--- src/rtl/irsc_pkg.sv ---
// irsc_pkg: shared types and constants for the IR sensor scan / peak calibrate block.
// No dependencies; imported by irsc_ctrl, irsc_datapath and the top level.
package irsc_pkg;

   localparam int NUM_SENSORS_DEF = 6;
   localparam int SAMPLE_BITS     = 12;
   localparam int LEVEL_BITS      = 10;
   localparam int CHANNEL_BITS    = 3;
   localparam int PROD_W          = SAMPLE_BITS + LEVEL_BITS;
   localparam int DIV_CNT_W       = $clog2(LEVEL_BITS);

   localparam int REQ_TDATA_W = 24;  // raw_sample, baseline_value
   localparam int REQ_TUSER_W = 2;   // operation
   localparam int RSP_TDATA_W = 32;  // channel, raw_value, level, zero pad

   localparam logic [LEVEL_BITS-1:0]  FULL_SCALE = LEVEL_BITS'(1000);
   localparam logic [SAMPLE_BITS-1:0] MIN_RESET  = SAMPLE_BITS'(100);
   localparam logic [SAMPLE_BITS-1:0] MAX_RESET  = SAMPLE_BITS'(2500);

   typedef enum logic [1:0] {
      OP_SAMPLE       = 2'd0,
      OP_CLEAR_PEAKS  = 2'd1,
      OP_SET_BASELINE = 2'd2,
      OP_APPLY        = 2'd3
   } op_type;

   typedef enum logic [2:0] {
      ST_IDLE,
      ST_SAMPLE,
      ST_SETUP,
      ST_DIVIDE,
      ST_EMIT
   } state_type;

   // controller -> datapath
   typedef struct packed {
      logic take_item;     // input item accepted this cycle
      logic sample_commit; // store sample, update peak, load echo result
      logic apply_setup;   // read channel, multiply, seed divider
      logic div_step;      // one restoring-division step
      logic apply_emit;    // load calibrated result
      logic idx_clear;
      logic idx_next;
   } cmd_type;

   // datapath -> controller
   typedef struct packed {
      op_type item_op;
      logic   rsp_free;
      logic   div_done;
      logic   idx_last;
   } stat_type;

endpackage

--- src/rtl/irsc_ctrl.sv ---
// irsc_ctrl: sequencing state machine for the IR sensor scan block.
// Depends on irsc_pkg (state, command and status types).
module irsc_ctrl (
   input  logic               clock,
   input  logic               reset,
   input  logic               req_tvalid,
   output logic               req_tready,
   input  irsc_pkg::stat_type stat,
   output irsc_pkg::cmd_type  cmd
);
   import irsc_pkg::*;

   state_type state_ff, state_in;

   always_ff @(posedge clock) begin
      if (reset) begin
         state_ff <= ST_IDLE;
      end else begin
         state_ff <= state_in;
      end
   end

   always_comb begin
      state_in = state_ff;
      unique case (state_ff)
         ST_IDLE: begin
            if (req_tvalid) begin
               unique case (stat.item_op)
                  OP_SAMPLE: state_in = ST_SAMPLE;
                  OP_APPLY:  state_in = ST_SETUP;
                  default:   state_in = ST_IDLE;
               endcase
            end
         end
         ST_SAMPLE: begin
            if (stat.rsp_free) state_in = ST_IDLE;
         end
         ST_SETUP:  state_in = ST_DIVIDE;
         ST_DIVIDE: begin
            if (stat.div_done) state_in = ST_EMIT;
         end
         ST_EMIT: begin
            if (stat.rsp_free) state_in = stat.idx_last ? ST_IDLE : ST_SETUP;
         end
         default: state_in = ST_IDLE;
      endcase
   end

   always_comb begin
      cmd        = '0;
      req_tready = 1'b0;
      unique case (state_ff)
         ST_IDLE: begin
            req_tready    = 1'b1;
            cmd.take_item = req_tvalid;
            cmd.idx_clear = req_tvalid;
         end
         ST_SAMPLE: cmd.sample_commit = stat.rsp_free;
         ST_SETUP:  cmd.apply_setup   = 1'b1;
         ST_DIVIDE: cmd.div_step      = 1'b1;
         ST_EMIT: begin
            cmd.apply_emit = stat.rsp_free;
            cmd.idx_next   = stat.rsp_free & ~stat.idx_last;
         end
         default: cmd = '0;
      endcase
   end

   // results only go into a free output register
   a_emit_free: assert property (@(posedge clock) disable iff (reset)
      (cmd.apply_emit || cmd.sample_commit) |-> stat.rsp_free)
      else $error("result loaded while output register busy");

   // the divider always runs its steps between setup and emit
   a_setup_then_div: assert property (@(posedge clock) disable iff (reset)
      cmd.apply_setup |=> cmd.div_step)
      else $error("divide did not follow setup");

   // a new item is never taken while an apply is in flight
   a_no_take_busy: assert property (@(posedge clock) disable iff (reset)
      (cmd.div_step || cmd.apply_setup) |-> !req_tready)
      else $error("input ready during apply");

endmodule

--- src/rtl/irsc_datapath.sv ---
// irsc_datapath: per-channel stores, peak/baseline update, multiply and
// restoring divider, output register. Depends on irsc_pkg.
module irsc_datapath #(
   parameter int NUM_SENSORS = irsc_pkg::NUM_SENSORS_DEF
) (
   input  logic                                  clock,
   input  logic                                  reset,
   input  logic [irsc_pkg::REQ_TDATA_W-1:0]      req_tdata,
   input  logic [irsc_pkg::REQ_TUSER_W-1:0]      req_tuser,
   input  logic                                  csr_valid,
   input  logic                                  csr_data,
   input  logic                                  rsp_tready,
   output logic                                  rsp_tvalid,
   output logic [irsc_pkg::CHANNEL_BITS-1:0]     rsp_channel,
   output logic [irsc_pkg::SAMPLE_BITS-1:0]      rsp_raw_value,
   output logic [irsc_pkg::LEVEL_BITS-1:0]       rsp_level,
   output logic                                  rsp_is_calibrated,
   output logic                                  rsp_tlast,
   input  irsc_pkg::cmd_type                     cmd,
   output irsc_pkg::stat_type                    stat
);
   import irsc_pkg::*;

   localparam int CH_W = (NUM_SENSORS > 1) ? $clog2(NUM_SENSORS) : 1;
   localparam logic [CH_W-1:0] LAST_CH = CH_W'(NUM_SENSORS - 1);

   op_type                 item_op;
   logic [SAMPLE_BITS-1:0] in_raw, in_base;

   logic                   peak_en_ff, peak_en_in;
   logic [CH_W-1:0]        scan_ff, scan_in;
   logic [CH_W-1:0]        idx_ff, idx_in;
   logic [SAMPLE_BITS-1:0] raw_store_ff [NUM_SENSORS];
   logic [SAMPLE_BITS-1:0] raw_store_in [NUM_SENSORS];
   logic [SAMPLE_BITS-1:0] min_ff [NUM_SENSORS];
   logic [SAMPLE_BITS-1:0] min_in [NUM_SENSORS];
   logic [SAMPLE_BITS-1:0] max_ff [NUM_SENSORS];
   logic [SAMPLE_BITS-1:0] max_in [NUM_SENSORS];
   logic [SAMPLE_BITS-1:0] item_raw_ff, item_raw_in;

   // apply working registers
   logic [SAMPLE_BITS-1:0] v_ff, v_in;
   logic                   below_ff, below_in;
   logic                   above_ff, above_in;
   logic [SAMPLE_BITS-1:0] den_ff, den_in;
   logic [SAMPLE_BITS-1:0] rem_ff, rem_in;
   logic [LEVEL_BITS-1:0]  quo_ff, quo_in;
   logic [DIV_CNT_W-1:0]   cnt_ff, cnt_in;

   // output register
   logic                    rsp_valid_ff, rsp_valid_in;
   logic [CHANNEL_BITS-1:0] rsp_ch_ff, rsp_ch_in;
   logic [SAMPLE_BITS-1:0]  rsp_raw_ff, rsp_raw_in;
   logic [LEVEL_BITS-1:0]   rsp_lvl_ff, rsp_lvl_in;
   logic                    rsp_cal_ff, rsp_cal_in;
   logic                    rsp_last_ff, rsp_last_in;

   logic [SAMPLE_BITS-1:0]  sel_raw, sel_lo, sel_hi, diff;
   logic [PROD_W-1:0]       prod;
   logic [SAMPLE_BITS:0]    trial;
   logic [SAMPLE_BITS:0]    trial_sub;
   logic                    qbit;
   logic                    rsp_free;
   logic [CH_W+CHANNEL_BITS-1:0] scan_ext, idx_ext;

   assign item_op  = op_type'(req_tuser);
   assign in_raw   = req_tdata[SAMPLE_BITS-1:0];
   assign in_base  = req_tdata[2*SAMPLE_BITS-1:SAMPLE_BITS];
   assign rsp_free = ~rsp_valid_ff | rsp_tready;

   assign sel_raw = raw_store_ff[idx_ff];
   assign sel_lo  = min_ff[idx_ff];
   assign sel_hi  = max_ff[idx_ff];
   assign diff    = sel_raw - sel_lo;
   assign prod    = PROD_W'(diff) * PROD_W'(FULL_SCALE);

   assign trial     = {rem_ff, quo_ff[LEVEL_BITS-1]};
   assign trial_sub = trial - {1'b0, den_ff};
   assign qbit      = (trial >= {1'b0, den_ff});

   assign scan_ext = (CH_W + CHANNEL_BITS)'(scan_ff);
   assign idx_ext  = (CH_W + CHANNEL_BITS)'(idx_ff);

   always_comb begin
      peak_en_in   = csr_valid ? csr_data : peak_en_ff;
      scan_in      = scan_ff;
      idx_in       = idx_ff;
      raw_store_in = raw_store_ff;
      min_in       = min_ff;
      max_in       = max_ff;
      item_raw_in  = item_raw_ff;
      v_in         = v_ff;
      below_in     = below_ff;
      above_in     = above_ff;
      den_in       = den_ff;
      rem_in       = rem_ff;
      quo_in       = quo_ff;
      cnt_in       = cnt_ff;
      rsp_valid_in = rsp_valid_ff & ~rsp_tready;
      rsp_ch_in    = rsp_ch_ff;
      rsp_raw_in   = rsp_raw_ff;
      rsp_lvl_in   = rsp_lvl_ff;
      rsp_cal_in   = rsp_cal_ff;
      rsp_last_in  = rsp_last_ff;

      if (cmd.take_item) begin
         item_raw_in = in_raw;
         for (int i = 0; i < NUM_SENSORS; i++) begin
            if (item_op == OP_CLEAR_PEAKS)  max_in[i] = '0;
            if (item_op == OP_SET_BASELINE) min_in[i] = in_base;
         end
      end

      if (cmd.sample_commit) begin
         raw_store_in[scan_ff] = item_raw_ff;
         if (peak_en_ff && (item_raw_ff > max_ff[scan_ff])) max_in[scan_ff] = item_raw_ff;
         scan_in      = (scan_ff == LAST_CH) ? '0 : scan_ff + 1'b1;
         rsp_valid_in = 1'b1;
         rsp_ch_in    = scan_ext[CHANNEL_BITS-1:0];
         rsp_raw_in   = item_raw_ff;
         rsp_lvl_in   = '0;
         rsp_cal_in   = 1'b0;
         rsp_last_in  = 1'b1;
      end

      if (cmd.idx_clear) idx_in = '0;
      if (cmd.idx_next)  idx_in = idx_ff + 1'b1;

      if (cmd.apply_setup) begin
         v_in     = sel_raw;
         below_in = (sel_raw <= sel_lo);
         above_in = (sel_raw >= sel_hi);
         den_in   = sel_hi - sel_lo;
         // quotient < 2^LEVEL_BITS, so the upper slice is already below den
         rem_in   = prod[PROD_W-1:LEVEL_BITS];
         quo_in   = prod[LEVEL_BITS-1:0];
         cnt_in   = '0;
      end

      if (cmd.div_step) begin
         rem_in = qbit ? trial_sub[SAMPLE_BITS-1:0] : trial[SAMPLE_BITS-1:0];
         quo_in = {quo_ff[LEVEL_BITS-2:0], qbit};
         cnt_in = cnt_ff + 1'b1;
      end

      if (cmd.apply_emit) begin
         rsp_valid_in = 1'b1;
         rsp_ch_in    = idx_ext[CHANNEL_BITS-1:0];
         rsp_raw_in   = v_ff;
         rsp_lvl_in   = below_ff ? '0 : (above_ff ? FULL_SCALE : quo_ff);
         rsp_cal_in   = 1'b1;
         rsp_last_in  = (idx_ff == LAST_CH);
      end
   end

   always_ff @(posedge clock) begin
      if (reset) begin
         peak_en_ff   <= 1'b0;
         scan_ff      <= '0;
         idx_ff       <= '0;
         rsp_valid_ff <= 1'b0;
         for (int i = 0; i < NUM_SENSORS; i++) begin
            raw_store_ff[i] <= '0;
            min_ff[i]       <= MIN_RESET;
            max_ff[i]       <= MAX_RESET;
         end
      end else begin
         peak_en_ff   <= peak_en_in;
         scan_ff      <= scan_in;
         idx_ff       <= idx_in;
         rsp_valid_ff <= rsp_valid_in;
         raw_store_ff <= raw_store_in;
         min_ff       <= min_in;
         max_ff       <= max_in;
      end
   end

   always_ff @(posedge clock) begin
      item_raw_ff <= item_raw_in;
      v_ff        <= v_in;
      below_ff    <= below_in;
      above_ff    <= above_in;
      den_ff      <= den_in;
      rem_ff      <= rem_in;
      quo_ff      <= quo_in;
      cnt_ff      <= cnt_in;
      rsp_ch_ff   <= rsp_ch_in;
      rsp_raw_ff  <= rsp_raw_in;
      rsp_lvl_ff  <= rsp_lvl_in;
      rsp_cal_ff  <= rsp_cal_in;
      rsp_last_ff <= rsp_last_in;
   end

   assign rsp_tvalid        = rsp_valid_ff;
   assign rsp_channel       = rsp_ch_ff;
   assign rsp_raw_value     = rsp_raw_ff;
   assign rsp_level         = rsp_lvl_ff;
   assign rsp_is_calibrated = rsp_cal_ff;
   assign rsp_tlast         = rsp_last_ff;

   assign stat.item_op  = item_op;
   assign stat.rsp_free = rsp_free;
   assign stat.div_done = (cnt_ff == DIV_CNT_W'(LEVEL_BITS - 1));
   assign stat.idx_last = (idx_ff == LAST_CH);

   a_level_range: assert property (@(posedge clock) disable iff (reset)
      rsp_valid_ff |-> (rsp_lvl_ff <= FULL_SCALE))
      else $error("level above full scale");

   a_echo_shape: assert property (@(posedge clock) disable iff (reset)
      (rsp_valid_ff && !rsp_cal_ff) |-> (rsp_last_ff && (rsp_lvl_ff == '0)))
      else $error("sample echo with level or without last");

   a_scan_range: assert property (@(posedge clock) disable iff (reset)
      (scan_ff <= LAST_CH) && (idx_ff <= LAST_CH))
      else $error("channel pointer out of range");

endmodule

--- src/rtl/ir_sensor_scan_peak_calibrate.sv ---
// ir_sensor_scan_peak_calibrate: top level of the six-channel IR scan block.
// Depends on irsc_pkg, irsc_ctrl and irsc_datapath.
//
// Usage:
//  - req_* channel: one item per handshake. tuser carries the operation
//    (sample, clear peaks, set baselines, apply); tdata carries raw_sample
//    and baseline_value.
//  - rsp_* channel: result items. A sample gives one echo item (channel, raw,
//    level 0, tuser 0, tlast 1). Apply gives one calibrated item per channel,
//    channel 0 first, tuser 1, tlast on the final channel. Clear peaks and
//    set baselines give no result.
//  - csr_* port: single-bit peak record enable, always ready; the user writes it
//    only while the block is idle, which the block itself does not enforce.
// Sequencing:
//  - clear peaks, set baselines: done on acceptance, ready again next cycle.
//  - sample: accept, then store + load output register once it is free.
//  - apply: after the accept, for each of the six channels: read + multiply,
//    10 restoring-divide steps, load output.
// One item is in flight at a time; the output register holds a result while
// the receiver stalls, and the sequencer waits there before loading the next.
// Reset: scan channel 0, raw store 0, minima 100, maxima 2500, peak record off.
module ir_sensor_scan_peak_calibrate #(
   parameter int NUM_SENSORS = irsc_pkg::NUM_SENSORS_DEF
) (
   input  logic                             clock,
   input  logic                             reset,
   // req_tdata: [11:0] raw_sample, [23:12] baseline_value
   input  logic                             req_tvalid,
   output logic                             req_tready,
   input  logic [irsc_pkg::REQ_TDATA_W-1:0] req_tdata,
   // req_tuser: [1:0] operation
   input  logic [irsc_pkg::REQ_TUSER_W-1:0] req_tuser,
   // rsp_tdata: [2:0] channel, [14:3] raw_value, [24:15] level, [31:25] zero
   output logic                             rsp_tvalid,
   input  logic                             rsp_tready,
   output logic [irsc_pkg::RSP_TDATA_W-1:0] rsp_tdata,
   // rsp_tuser: [0] is_calibrated
   output logic                             rsp_tuser,
   output logic                             rsp_tlast,
   // peak_record_enable
   input  logic                             csr_valid,
   output logic                             csr_ready,
   input  logic                             csr_data
);
   import irsc_pkg::*;

   localparam int PAD_W = RSP_TDATA_W - CHANNEL_BITS - SAMPLE_BITS - LEVEL_BITS;

   cmd_type                 cmd;
   stat_type                stat;
   logic [CHANNEL_BITS-1:0] rsp_channel;
   logic [SAMPLE_BITS-1:0]  rsp_raw_value;
   logic [LEVEL_BITS-1:0]   rsp_level;

   irsc_ctrl u_ctrl (
      .clock      (clock),
      .reset      (reset),
      .req_tvalid (req_tvalid),
      .req_tready (req_tready),
      .stat       (stat),
      .cmd        (cmd)
   );

   irsc_datapath #(
      .NUM_SENSORS (NUM_SENSORS)
   ) u_datapath (
      .clock             (clock),
      .reset             (reset),
      .req_tdata         (req_tdata),
      .req_tuser         (req_tuser),
      .csr_valid         (csr_valid),
      .csr_data          (csr_data),
      .rsp_tready        (rsp_tready),
      .rsp_tvalid        (rsp_tvalid),
      .rsp_channel       (rsp_channel),
      .rsp_raw_value     (rsp_raw_value),
      .rsp_level         (rsp_level),
      .rsp_is_calibrated (rsp_tuser),
      .rsp_tlast         (rsp_tlast),
      .cmd               (cmd),
      .stat              (stat)
   );

   // register write is a single flop, never stalls
   assign csr_ready = 1'b1;

   assign rsp_tdata = {{PAD_W{1'b0}}, rsp_level, rsp_raw_value, rsp_channel};

endmodule

--- config.mk ---
export PLATFORM = sky130hd
export DESIGN_NAME = ir_sensor_scan_peak_calibrate
export DESIGN_NICKNAME = d
export VERILOG_FILES = /design/src/rtl/irsc_pkg.sv /design/src/rtl/irsc_ctrl.sv /design/src/rtl/irsc_datapath.sv /design/src/rtl/ir_sensor_scan_peak_calibrate.sv
export SDC_FILE = /design/constraint.sdc
export NUM_CORES = 1
export LEC_CHECK = 0
export BUFFER_PORTS_ARGS = -buffer_cell sky130_fd_sc_hd__buf_2
export CAP_MARGIN = 20
export CORE_MARGIN = 1
export CORE_UTILIZATION = 60
export DETAILED_ROUTE_END_ITERATION = 10
export HOLD_SLACK_MARGIN = 0.15
export MAX_ROUTING_LAYER = met4
export PLACE_DENSITY = 0.86
export RECOVER_POWER = 50
export SYNTH_ARGS = -nofsm -noshare
export SYNTH_HDL_FRONTEND = slang
export SYNTH_HIERARCHICAL = 1
export SYNTH_SLANG_ARGS = --single-unit
--- constraint.sdc ---
create_clock -name clock -period 9.6 [get_ports clock]
set_clock_uncertainty 0.2 [all_clocks]
set_input_delay 2.4 -clock clock [delete_from_list [all_inputs] [get_ports clock]]
set_output_delay 2.4 -clock clock [all_outputs]
set_load 0.01 [all_outputs]
==> results of run 1 <==
kinds of logic after synthesis:
kind of cell,Yosys count
buffers and inverters,199
other,2
XOR/XNOR,62
multiplexers,175
flip-flops,258
AND/OR/NAND/NOR,496
adder cells (fa/ha/maj),137
AO/OA/AOI/OAI,319
layout by cell type, fill, tap and decap left out, types with 5 or more instances in the layout:
master     netlist  final
xor2_1          17     17
nand3b_1        46     46
mux2_2          30     25
clkbuf_1        78     41
buf_2            4     30
and3_1           5      5
o21bai_1         5      5
buf_4           12      9
mux2i_1        115    115
a21oi_1        174    174
nand2_1        237    237
a31oi_1          8      8
nor2b_1         15     15
xnor2_1         38     38
a22oi_1         11     11
a21boi_0         5      5
bufinv_16        0      6
conb_1           2      8
inv_1           86     86
fa_1            32     32
o21ai_0         42     42
nand2b_1        24     24
nor3_1          15     13
o21a_1           5      5
ha_1           101    101
nor2_1          89     89
nand3_1         24     24
nand4_1          6      6
mux2_1           0      5
clkbuf_16        0     27
edfxtp_1        90     90
dfxtp_1        168    167
mux4_2          28     28
a21o_1          29     29
and2_1          11      8
stage by stage:
| stage | total power, mW | utilization (%) | area [um^2] |
|---|---|---|---|
| floorplan | 4.68 | - | 15900 |
| global placement | 5.51 | 62.4 | 16200 |
| detailed placement | 5.69 | 62.4 | 16200 |
| CTS | 6.84 | 66.0 | 17200 |
| global route | 7.40 | 65.9 | 17100 |
| finish | 6.85 | 65.9 | 17100 |
Yosys cell counts, drive strengths merged (5+ instances only):
cell	count
buf	34
a21o	29
nor2b	15
and3	6
nor3	16
mux2i	116
xnor2	42
clkbuf	79
a31oi	8
mux4	28
dfxtp	168
xor2	20
nand4	6
and2	11
o21a	5
nand3	24
nor2	89
o21ai	42
a22oi	11
a21oi	174
ha	101
or2	5
inv	86
nand3b	46
mux2	31
fa	32
o21bai	5
edfxtp	90
a21boi	5
nand2b	24
nand2	238
power by group:
| group | leakage [nW] | internal, mW | switching (mW) |
|---|---|---|---|
| Sequential | 2.20 | 1.43 | 0.0620 |
| Combinational | 4.37 | 1.80 | 2.43 |
| Clock | 0.456 | 0.685 | 0.439 |
| Total | 7.03 | 3.92 | 2.93 |
worst max path at each step:
stage,start,endpoint,slack [ns],cells after the start
6_report,u_datapath/idx_ff[1]$_SDFFE_PP0P_,u_datapath/rem_ff[9]$_DFFE_PP_,1.03,25
5_1_grt,u_datapath/idx_ff[1]$_SDFFE_PP0P_,u_datapath/rem_ff[9]$_DFFE_PP_,0.68,25
4_1_cts,u_datapath/idx_ff[1]$_SDFFE_PP0P_,u_datapath/rem_ff[9]$_DFFE_PP_,1.87,25
3_5_place_dp,u_datapath/idx_ff[1]$_SDFFE_PP0P_,u_datapath/rem_ff[9]$_DFFE_PP_,1.92,25
3_3_place_gp,u_datapath/idx_ff[0]$_SDFFE_PP0P_,u_datapath/rem_ff[9]$_DFFE_PP_,2.00,27
2_1_floorplan,u_datapath/idx_ff[0]$_SDFFE_PP0P_,u_datapath/rem_ff[9]$_DFFE_PP_,1.66,31
area by class of cell:
class	count	area share, %
inverters	86	1.89
repair buffers	76	2.22
multi-input cells	1197	52.4
clock inverters	16	1.40
clock buffers	33	4.14
flip-flops and latches	258	35.5
well taps	335	2.45
flip-flops by register name, indices dropped and copies added (netlist names), 12 cells and up:
| signal | flops |
|---|---|
| u_datapath/max_ff | 72 |
| u_datapath/rsp_raw_value | 12 |
| u_datapath/den_ff | 12 |
| u_datapath/min_ff | 12 |
| u_datapath/v_ff | 12 |
| u_datapath/item_raw_ff | 12 |
| u_datapath/raw_store_ff | 72 |
| u_datapath/rem_ff | 12 |
critical path, stage by stage (launching register included):
cell and delay [ns]:
dfxtp_1 0.77, clkbuf_1 1.05, mux4_2 0.45, a21oi_1 0.45, ha_1 0.27, fa_1 0.29
and2b_1 0.23, a21oi_1 0.26, o21ai_0 0.19, a31oi_1 0.24, xnor2_1 0.24, inv_1 0.23
fa_1 0.53, fa_1 0.51, inv_1 0.05, fa_1 0.47, ha_1 0.31, ha_1 0.34
nand3_1 0.11, nor2_1 0.06, a211o_1 0.30, a21o_1 0.18, a31o_2 0.24, xor2_1 0.14
nor2_1 0.09, a21oi_1 0.05
per-layer routing:
metal / track usage [%] / up-vias / part of all wire, %
met1: 38.8 / 5903 / 40
met5: - / - / 0
met3: 4.50 / 131 / 8.2
li1: - / 5752 / -
met2: 50.2 / 596 / 47
met4: 13.2 / 0 / 4.8
==> summary.md, run 1 <==
| Metric | Value |
|---|---|
| Finished Layout Cells | `2001` |
| Die area | `0.0270 mm^2` |
| #FFs+latches synth | `258` |
| Critical path type | `reg2reg` |
| Initial Utilization | `60.9%` |
| Clock buffer depth | `3` |
| HP Class | `reg2reg` |
| Inst Count DP | `1951` |
| Top_reg_cell synth | `dfxtp_1` |
| Placer's final routability congestion estimate | `0.917` |
| Top post-synthesis cells by area | `dfxtp_1 (21%), edfxtp_1 (17%), ha_1 (8.0%), mux2i_1 (7.3%), nand2_1 (5.6%)` |
| XOR/XNOR Fraction of Synth Area | `3.76%` |
| Endpoint type of the worst setup path | `flip-flop` |
| Worst-path clk slew | `0.06 ns` |
| Main combinational cell family by area after synthesis | `simple AND/OR/NAND/NOR gates` |
| Largest net degree at the start of global routing | `120` |
| Mapped cell area | `0.0158 mm^2` |
| First-pass GRT wire length | `63.7 mm` |
| Post-Synth Adder-Cell Area | `12.3%` |
| Port Buffers | `60` |
| Vias/cell | `6.19` |
| DR WL/cell | `20.1 um` |
| Final setup violation count | `0` |
| Mux share of post-synthesis cell area | `13.6%` |
| Root buf cell | `clkbuf_16` |
| R2R Setup Slk | `1.03 ns` |
| DIE WIDTH | `164 um` |
| Power Dens Cells | `400 mW/mm^2` |
| Synth async-reset ratio | `0%` |
| Setup TNS | `0 ns` |
| F_max | `0.117 GHz` |
| Layout cell share with drive strength beyond 1 | `9.60%` |
| Hold path cells | `2` |
| DRT Wirelength | `40.2 mm` |
| DRC Markers | `0` |
| Footprint of the multi-input gates | `0.00897 mm^2` |
| Cts repair resizes | `0` |
| I/O pin count | `69` |
| Slew at the pin with the worst max-slew slack | `2.36 ns` |
| Ant. Diodes | `0` |
| Violations in the final reports | `max-capacitance violations, max-slew violations` |
| Htree depth | `1` |
| Relative slew slack | `-57.6%` |
| Worst skew pair latency | `0.54 ns` |
| Clock sinks | `258` |
| Syn-to-layout area delta | `8.12%` |
| Register Area | `0.00607 mm^2` |
| Initial drt markers | `1373` |
| DR vias | `12400` |
| Final min period | `8.57 ns` |
| VDD IR-drop max | `489 uV` |
| Nets | `1811` |
| Worst r2r dst | `u_datapath/rem_ff[9]$_DFFE_PP_` |
| CP max FO | `18` |
| Hold-fix buffers, CTS | `0` |
| Unique masters post-synth | `78` |
| Cts bufs inserted | `27` |
| Complex-gate fraction of the synthesized area | `12.1%` |
| Hold Crit Start | `u_datapath/raw_store_ff[22]$_SDFFE_PP0P_` |
| Worst hold endpoint | `u_datapath/raw_store_ff[22]$_SDFFE_PP0P_` |
| Routed Antenna Nets | `0` |
| Status | `finished with violations` |
| Router iterations before antenna repair | `6` |
| Synth top area share | `21.2%` |
| Max Cap Violations | `4` |
| CTS tree | `done` |
| Worst hold slack | `0.253 ns` |
| Post-synthesis sequential area ratio | `38.3%` |
| Ys Warns | `6` |
| Final hold vios | `0` |
| PnR worst setup slack | `1.03 ns` |
| R2R cell count | `25` |
| FP Rows | `59` |
| Simple-Gate Fraction of Synth Area | `14.8%` |
| EDFF count, synth | `90` |
| CP startpoint kind | `flip-flop` |
| Worst Path Arrival | `8.58 ns` |
| Number of global-route vias before repair | `12100` |
| Dpl ws | `1.92 ns` |
| Leak | `7.03 nW` |
| Tot GR Track Use | `31.0%` |
| Avg Cell Area, Syn | `9.60 um^2` |
| Initial antenna violation count | `0` |
| Postcts setup bufs | `0` |
| RSZ-0062 raised after global routing | `no` |
| Critical path required time | `9.62 ns` |
| Slew Limit Fails | `156` |
| Die H | `164 um` |
| Total global routing overflow | `0` |
| DP Wirelength | `28.0 mm` |
| Start of the worst register-to-register path | `u_datapath/idx_ff[1]$_SDFFE_PP0P_` |
| FILL cells | `1992` |
| Core ar. | `0.0260 mm^2` |
| Cell taking the most area after synthesis | `dfxtp_1` |
| Tcrit/Tclk final | `89.2%` |
| Synthesized instance count | `1648` |
No activity file was read; power rests on OpenSTA's default activity.
==> run 2, diff against run 1 <==
==> constraint.sdc (replaced) <==
create_clock -name clock -period 8.32 [get_ports clock]
set_clock_uncertainty 0.2 [all_clocks]
set_input_delay 2.08 -clock clock [delete_from_list [all_inputs] [get_ports clock]]
set_output_delay 2.08 -clock clock [all_outputs]
set_load 0.01 [all_outputs]
==> run 2 against run 1 <==
Against the previous run:
- critical path type unchanged
- sequential power up 15%
- largest power group unchanged
- wire length increased by 0.44%
- final cell count unchanged
- the run still ends with max-capacitance violations, max-slew violations left
==> summary.md, run 2 (synthesis results as in run 1) <==
| Metric | Value |
|---|---|
| Clock buffer depth | `3 (unchanged)` |
| Worst Path Arrival | `7.74 ns (-0.84 ns)` |
| DR vias | `12500 (+0.94%)` |
| R2R Setup Slk | `0.60 ns (-0.44 ns)` |
| Htree depth | `1 (unchanged)` |
| Global Route met3 Usage | `4.14% (-0.35 points)` |
| Core ar. | `0.0260 mm^2 (unchanged)` |
| Worst-path clk slew | `0.06 ns (about the same)` |
| Final setup violation count | `0 (unchanged)` |
| Relative slew slack | `-97.8% (-40 points)` |
| Critical path required time | `8.33 ns (-1.29 ns)` |
| DRC Markers | `0 (unchanged)` |
| Initial drt markers | `1332 (-3.0%)` |
| RSZ-0062 raised after global routing | `no` |
| CP peak stage delay | `0.57 ns (-0.48 ns)` |
| CP max stage cell | `fa_1` |
| GRT met1 Usage | `38.0% (-0.79 points)` |
| Tcrit/Tclk final | `92.8% (+3.6 points)` |
| Critical path type | `reg2reg` |
| Status | `finished with violations` |
| Nets | `1811 (unchanged)` |
| Worst hold endpoint | `u_datapath/raw_store_ff[7]$_SDFFE_PP0P_` |
| Router iterations before antenna repair | `5 (-1)` |
| Largest net degree at the start of global routing | `104 (-13%)` |
| FP Rows | `59 (unchanged)` |
| Hold Crit Start | `u_datapath/raw_store_ff[7]$_SDFFE_PP0P_` |
| Worst hold slack | `0.256 ns (+0.00235 ns)` |
| Worst skew pair latency | `0.53 ns (about the same)` |
| Die area | `0.0270 mm^2 (unchanged)` |
| Total global routing overflow | `0 (unchanged)` |
| Slew Limit Fails | `298 (+91%)` |
| Power Dens Cells | `464 mW/mm^2 (+16%)` |
| Overall power | `7.94 mW (+16%)` |
| HP Class | `reg2reg` |
| Leak | `7.04 nW (+0.20%)` |
| CTS tree | `done` |
| Root buf cell | `clkbuf_16` |
| Port Buffers | `60 (unchanged)` |
| Max Cap Violations | `6 (+2)` |
| First-pass GRT wire length | `63.1 mm (-0.86%)` |
| DIE WIDTH | `164 um (unchanged)` |
| Violations in the final reports | `max-capacitance violations, max-slew violations` |
| VDD IR-drop max | `476 uV (-2.7%)` |
| Initial antenna violation count | `0 (unchanged)` |
| Slew at the pin with the worst max-slew slack | `2.97 ns (+0.603 ns)` |
| Most common cell after layout, fill and taps aside | `nand2_1` |
| Die H | `164 um (unchanged)` |
| Final min period | `7.72 ns (-0.843 ns)` |
| Most Crowded Layer GR | `met2` |
| Hold path cells | `2 (unchanged)` |
| DR WL/cell | `20.2 um (+0.44%)` |
| Placer's final routability congestion estimate | `0.927 (+1.1%)` |
| Syn-to-layout area delta | `8.15% (about the same)` |
| Final hold vios | `0 (unchanged)` |
| Crit path from | `u_datapath/idx_ff[0]$_SDFFE_PP0P_` |
| Cts bufs inserted | `27 (unchanged)` |
| CP max FO | `17 (-1)` |
| Worst r2r dst | `u_datapath/rem_ff[9]$_DFFE_PP_` |
| FILL cells | `2024 (+1.6%)` |
| I/O pin count | `69 (unchanged)` |
| Postcts setup bufs | `0 (unchanged)` |
| Top flop regs | `u_datapath/max_ff (72), u_datapath/raw_store_ff (72)` |
| Start of the worst register-to-register path | `u_datapath/idx_ff[0]$_SDFFE_PP0P_` |
| Initial Utilization | `60.9% (unchanged)` |
| DP Wirelength | `28.1 mm (+0.29%)` |
| Clock sinks | `258 (unchanged)` |
| Tot GR Track Use | `30.7% (-0.24 points)` |
| Layout cell share with drive strength beyond 1 | `9.90% (+0.30 points)` |
| Hold-fix buffers, CTS | `0 (unchanged)` |
| Cts repair resizes | `0 (unchanged)` |
| Number of global-route vias before repair | `12000 (-1.1%)` |
| DRT Wirelength | `40.4 mm (+0.44%)` |
| Met2 usage | `51.1% (+0.81 points)` |
| Setup TNS | `0 ns (unchanged)` |
| Most frequent cells in the layout | `nand2_1 (237), a21oi_1 (174), dfxtp_1 (167)` |
| Routed Antenna Nets | `0 (unchanged)` |
| Ant. Diodes | `0 (unchanged)` |
| Endpoint type of the worst setup path | `flip-flop` |
| R2R cell count | `27 (+8.0%)` |
| CP startpoint kind | `flip-flop` |
| Vias/cell | `6.25 (+0.94%)` |
| F_max | `0.129 GHz (+11%)` |
==> run 2: worst max path at each step <==
stage	endpoint	slack, ns	depth (start not counted)
6_report	u_datapath/rem_ff[9]$_DFFE_PP_	0.60	27
5_1_grt	u_datapath/rem_ff[9]$_DFFE_PP_	0.17	27
4_1_cts	u_datapath/rem_ff[9]$_DFFE_PP_	0.67	27
3_5_place_dp	u_datapath/rem_ff[9]$_DFFE_PP_	0.73	27
3_3_place_gp	u_datapath/rem_ff[9]$_DFFE_PP_	0.83	27
2_1_floorplan	u_datapath/rem_ff[9]$_DFFE_PP_	0.38	31
==> run 2: metal layers <==
metal | vias up | part of all wire, %
li1 | 5743 | -
met1 | 5998 | 40
met2 | 621 | 48
met3 | 137 | 8.0
met4 | 0 | 4.5
met5 | - | 0
==> run 2: where the power goes <==
part | total [mW] | internal [mW] | switching [mW]
combinational | 4.93 | 2.09 | 2.84
sequential | 1.72 | 1.65 | 0.0710
clock | 1.29 | 0.793 | 0.497
total | 7.94 | 4.53 | 3.41
==> run 2: layout make-up <==
type / count / area (um^2) / area share, %
Multi-Input combinational cell: 1197 / 8980 / 52.5
Sequential cell: 258 / 6070 / 35.5
Clock buffer: 38 / 800 / 4.67
Tap cell: 335 / 419 / 2.45
Timing Repair Buffer: 76 / 365 / 2.13
Inverter: 86 / 323 / 1.89
Clock inverter: 11 / 163 / 0.950
==> run 2: through the flow <==
stage | cells | cell area [um^2] | setup WS [ns] | util (%)
2_1_floorplan | 1654 | 15900 | 0.383 | -
3_3_place_gp | 1952 | 16200 | 0.827 | 62.4
3_5_place_dp | 1952 | 16200 | 0.729 | 62.4
4_1_cts | 2001 | 17200 | 0.669 | 66.1
5_1_grt | 2001 | 17100 | 0.173 | 65.9
6_report | 2001 | 17100 | 0.596 | 65.9
==> run 2: critical path: cells and delay by family (launching register included) <==
family,cells,cell delay [ns]
fa+ha+maj,6,2.67
buf+inv,3,0.20
flops,1,0.54
compound gates,11,2.24
xor+xnor,2,0.59
simple gates,4,0.45
mux,1,0.54
==> run 3, diff against run 2 <==
--- a/config.mk
+++ b/config.mk
@@ -7,12 +7,13 @@
 export LEC_CHECK = 0
 export BUFFER_PORTS_ARGS = -buffer_cell sky130_fd_sc_hd__buf_2
 export CAP_MARGIN = 20
+export CELL_PAD_IN_SITES_DETAIL_PLACEMENT = 0
+export CELL_PAD_IN_SITES_GLOBAL_PLACEMENT = 1
 export CORE_MARGIN = 1
-export CORE_UTILIZATION = 60
+export CORE_UTILIZATION = 49
 export DETAILED_ROUTE_END_ITERATION = 10
 export HOLD_SLACK_MARGIN = 0.15
-export MAX_ROUTING_LAYER = met4
-export PLACE_DENSITY = 0.86
+export PLACE_DENSITY = 0.88
 export RECOVER_POWER = 50
 export SYNTH_ARGS = -nofsm -noshare
 export SYNTH_HDL_FRONTEND = slang
==> run 3 against run 2 <==
Against the previous run:
- the flow still finishes with violations (max-capacitance violations, max-slew violations)
- worst hold slack worse by 0.0015 ns
- design area up 0.54%
- worst setup slack got worse by 0.13 ns
- clock power is essentially flat
- die area rose by 22%
- wire length up 1.9%
- critical path type unchanged
- critical endpoint unchanged
==> summary.md, run 3 (synthesis results as in run 1) <==
| Metric | Value |
|---|---|
| Slew at the pin with the worst max-slew slack | `4.48 ns (+1.51 ns)` |
| Leak | `7.04 nW (about the same)` |
| Worst r2r dst | `u_datapath/rem_ff[9]$_DFFE_PP_` |
| Inst Count DP | `2027 (+3.8%)` |
| Final min period | `7.85 ns (+0.130 ns)` |
| Worst Path Arrival | `7.87 ns (+0.13 ns)` |
| Postcts setup bufs | `0 (unchanged)` |
| Nets | `1820 (+0.50%)` |
| Relative slew slack | `-199% (-100 points)` |
| Die area | `0.0330 mm^2 (+22%)` |
| Power Dens Cells | `457 mW/mm^2 (-1.4%)` |
| Hold-fix buffers, CTS | `0 (unchanged)` |
| Violations in the final reports | `max-capacitance violations, max-slew violations` |
| Cts repair resizes | `0 (unchanged)` |
| CP startpoint kind | `flip-flop` |
| I/O pin count | `69 (unchanged)` |
| Router iterations before antenna repair | `7 (+2)` |
| Clock sinks | `258 (unchanged)` |
| Worst-path clk slew | `0.06 ns (about the same)` |
| First-pass GRT wire length | `64.2 mm (+1.8%)` |
| DIE WIDTH | `182 um (+11%)` |
| Area after DPL | `0.0164 mm^2 (+0.82%)` |
| Initial drt markers | `976 (-27%)` |
| Port Buffers | `60 (unchanged)` |
| Slew Limit Fails | `234 (-21%)` |
| FILL cells | `2853 (+41%)` |
| Layout cell share with drive strength beyond 1 | `9.78% (-0.12 points)` |
| Ant. Diodes | `0 (unchanged)` |
| Core ar. | `0.0316 mm^2 (+22%)` |
| VDD IR-drop max | `568 uV (+19%)` |
| Cts bufs inserted | `28 (+3.7%)` |
| Critical path required time | `8.34 ns (about the same)` |
| Status | `finished with violations` |
| FP Rows | `65 (+10%)` |
| Critical path type | `reg2reg` |
| Total global routing overflow | `0 (unchanged)` |
| Top flop regs | `u_datapath/max_ff (72), u_datapath/raw_store_ff (72)` |
| Initial antenna violation count | `0 (unchanged)` |
| HP Class | `reg2reg` |
| CP peak stage delay | `0.58 ns (about the same)` |
| Post-route cell area | `0.0172 mm^2 (+0.54%)` |
| DRT Wirelength | `41.1 mm (+1.9%)` |
| Routed Antenna Nets | `0 (unchanged)` |
| R2R Setup Slk | `0.47 ns (-0.13 ns)` |
| CP max stage cell | `dfxtp_4` |
| Endpoint type of the worst setup path | `flip-flop` |
| Footprint of the multi-input gates | `0.00896 mm^2 (-0.18%)` |
| Worst skew pair latency | `0.58 ns (+0.05 ns)` |
| R2R cell count | `27 (unchanged)` |
| RSZ-0062 raised after global routing | `no` |
| Final setup violation count | `0 (unchanged)` |
| CTS tree | `done` |
| Most common cell after layout, fill and taps aside | `nand2_1` |
| Setup TNS | `0 ns (unchanged)` |
| Hold Crit Start | `u_datapath/raw_store_ff[2]$_SDFFE_PP0P_` |
| Initial Utilization | `50.0% (-11 points)` |
| Vias/cell | `5.84 (-6.5%)` |
| Overall power | `7.87 mW (-0.89%)` |
| F_max | `0.127 GHz (-1.7%)` |
| Clock buffer depth | `3 (unchanged)` |
| DP Wirelength | `29.0 mm (+3.2%)` |
| Tcrit/Tclk final | `94.4% (+1.6 points)` |
| Die H | `182 um (+11%)` |
| Finished Layout Cells | `2079 (+3.9%)` |
| Root buf cell | `clkbuf_16` |
| Syn-to-layout area delta | `8.74%` |
| DR WL/cell | `19.8 um (-1.9%)` |
| Max Cap Violations | `5 (-1)` |
| Htree depth | `1 (unchanged)` |
| Crit path from | `u_datapath/idx_ff[0]$_SDFFE_PP0P_` |
| Number of global-route vias before repair | `11900 (-0.72%)` |
| CP endpoint | `u_datapath/rem_ff[9]$_DFFE_PP_` |
| Register Area | `0.00607 mm^2 (unchanged)` |
| Placer's final routability congestion estimate | `0.880 (-5.0%)` |
| DR vias | `12100 (-2.8%)` |
| Final hold vios | `0 (unchanged)` |
| Most frequent cells in the layout | `nand2_1 (237), a21oi_1 (174), dfxtp_1 (167)` |
| Tot GR Track Use | `24.7% (-6.0 points)` |
| CP max FO | `20 (+3)` |
| DRC Markers | `0 (unchanged)` |
| Largest net degree at the start of global routing | `114 (+9.6%)` |
| Start of the worst register-to-register path | `u_datapath/idx_ff[0]$_SDFFE_PP0P_` |
==> run 3: cell types whose count changed in the layout (fill, tap and decap cells not counted), sizes merged <==
cell	change
buf	+2
bufinv	-1
clkbuf	+5
clkinv	+6
inv	-1
==> run 3: power by group <==
group          internal [mW]  leakage [nW]  switching (mW)
clock network          0.749         0.461           0.516
registers               1.65          2.20          0.0761
logic                   2.07          4.38            2.80
total                   4.47          7.04            3.40
==> run 3: final cells by class <==
cell class / instances / share of cell area [%]
Tap cell: 402 / 2.92
Clock buffer: 37 / 4.50
Timing Repair Buffer: 84 / 2.34
Inverter: 86 / 1.88
Multi-Input combinational cell: 1197 / 52.1
Clock inverter: 15 / 1.02
Sequential cell: 258 / 35.3
==> run 3: stage by stage <==
| step | hold WS (ns) | util [%] | setup slack [ns] |
|---|---|---|---|
| floorplan | 0.232 | - | 0.383 |
| global placement | 0.239 | 51.7 | 0.744 |
| detailed placement | 0.245 | 51.7 | 0.655 |
| CTS | 0.253 | 54.7 | 0.574 |
| global route | 0.272 | 54.4 | 0.0832 |
| finish | 0.254 | 54.4 | 0.466 |
==> run 3: worst max-delay path, delay by kind of cell, from the launching register on <==
family / cells / cell delay (ns)
AO/OA/AOI/OAI: 11 / 2.30
XOR/XNOR: 2 / 0.56
adder cells (fa/ha/maj): 6 / 2.70
buffers and inverters: 3 / 0.19
flip-flops: 1 / 0.58
multiplexers: 1 / 0.55
AND/OR/NAND/NOR: 4 / 0.42
==> run 3: metal layers <==
layer,global-route usage (%),vias up,wire length [um]
li1,-,5766,-
met1,31.6,5866,17300
met2,42.8,419,20100
met3,2.69,92,2160
met4,9.93,0,1560
met5,0,-,0
==> run 3: how the worst min path moves through the flow <==
| stage | slack (ns) | cells past startpoint | end |
|---|---|---|---|
| final | 0.25 | 2 | u_datapath/raw_store_ff[2]$_SDFFE_PP0P_ |
| after global routing | 0.27 | 2 | u_datapath/raw_store_ff[40]$_SDFFE_PP0P_ |
| after CTS | 0.25 | 2 | u_datapath/min_ff[1]$_SDFFE_PP0P_ |
| after detailed placement | 0.24 | 2 | u_datapath/min_ff[1]$_SDFFE_PP0P_ |
| after global placement | 0.24 | 2 | u_datapath/min_ff[1]$_SDFFE_PP0P_ |
| after floorplan | 0.23 | 2 | u_datapath/min_ff[0]$_SDFFE_PP0P_ |
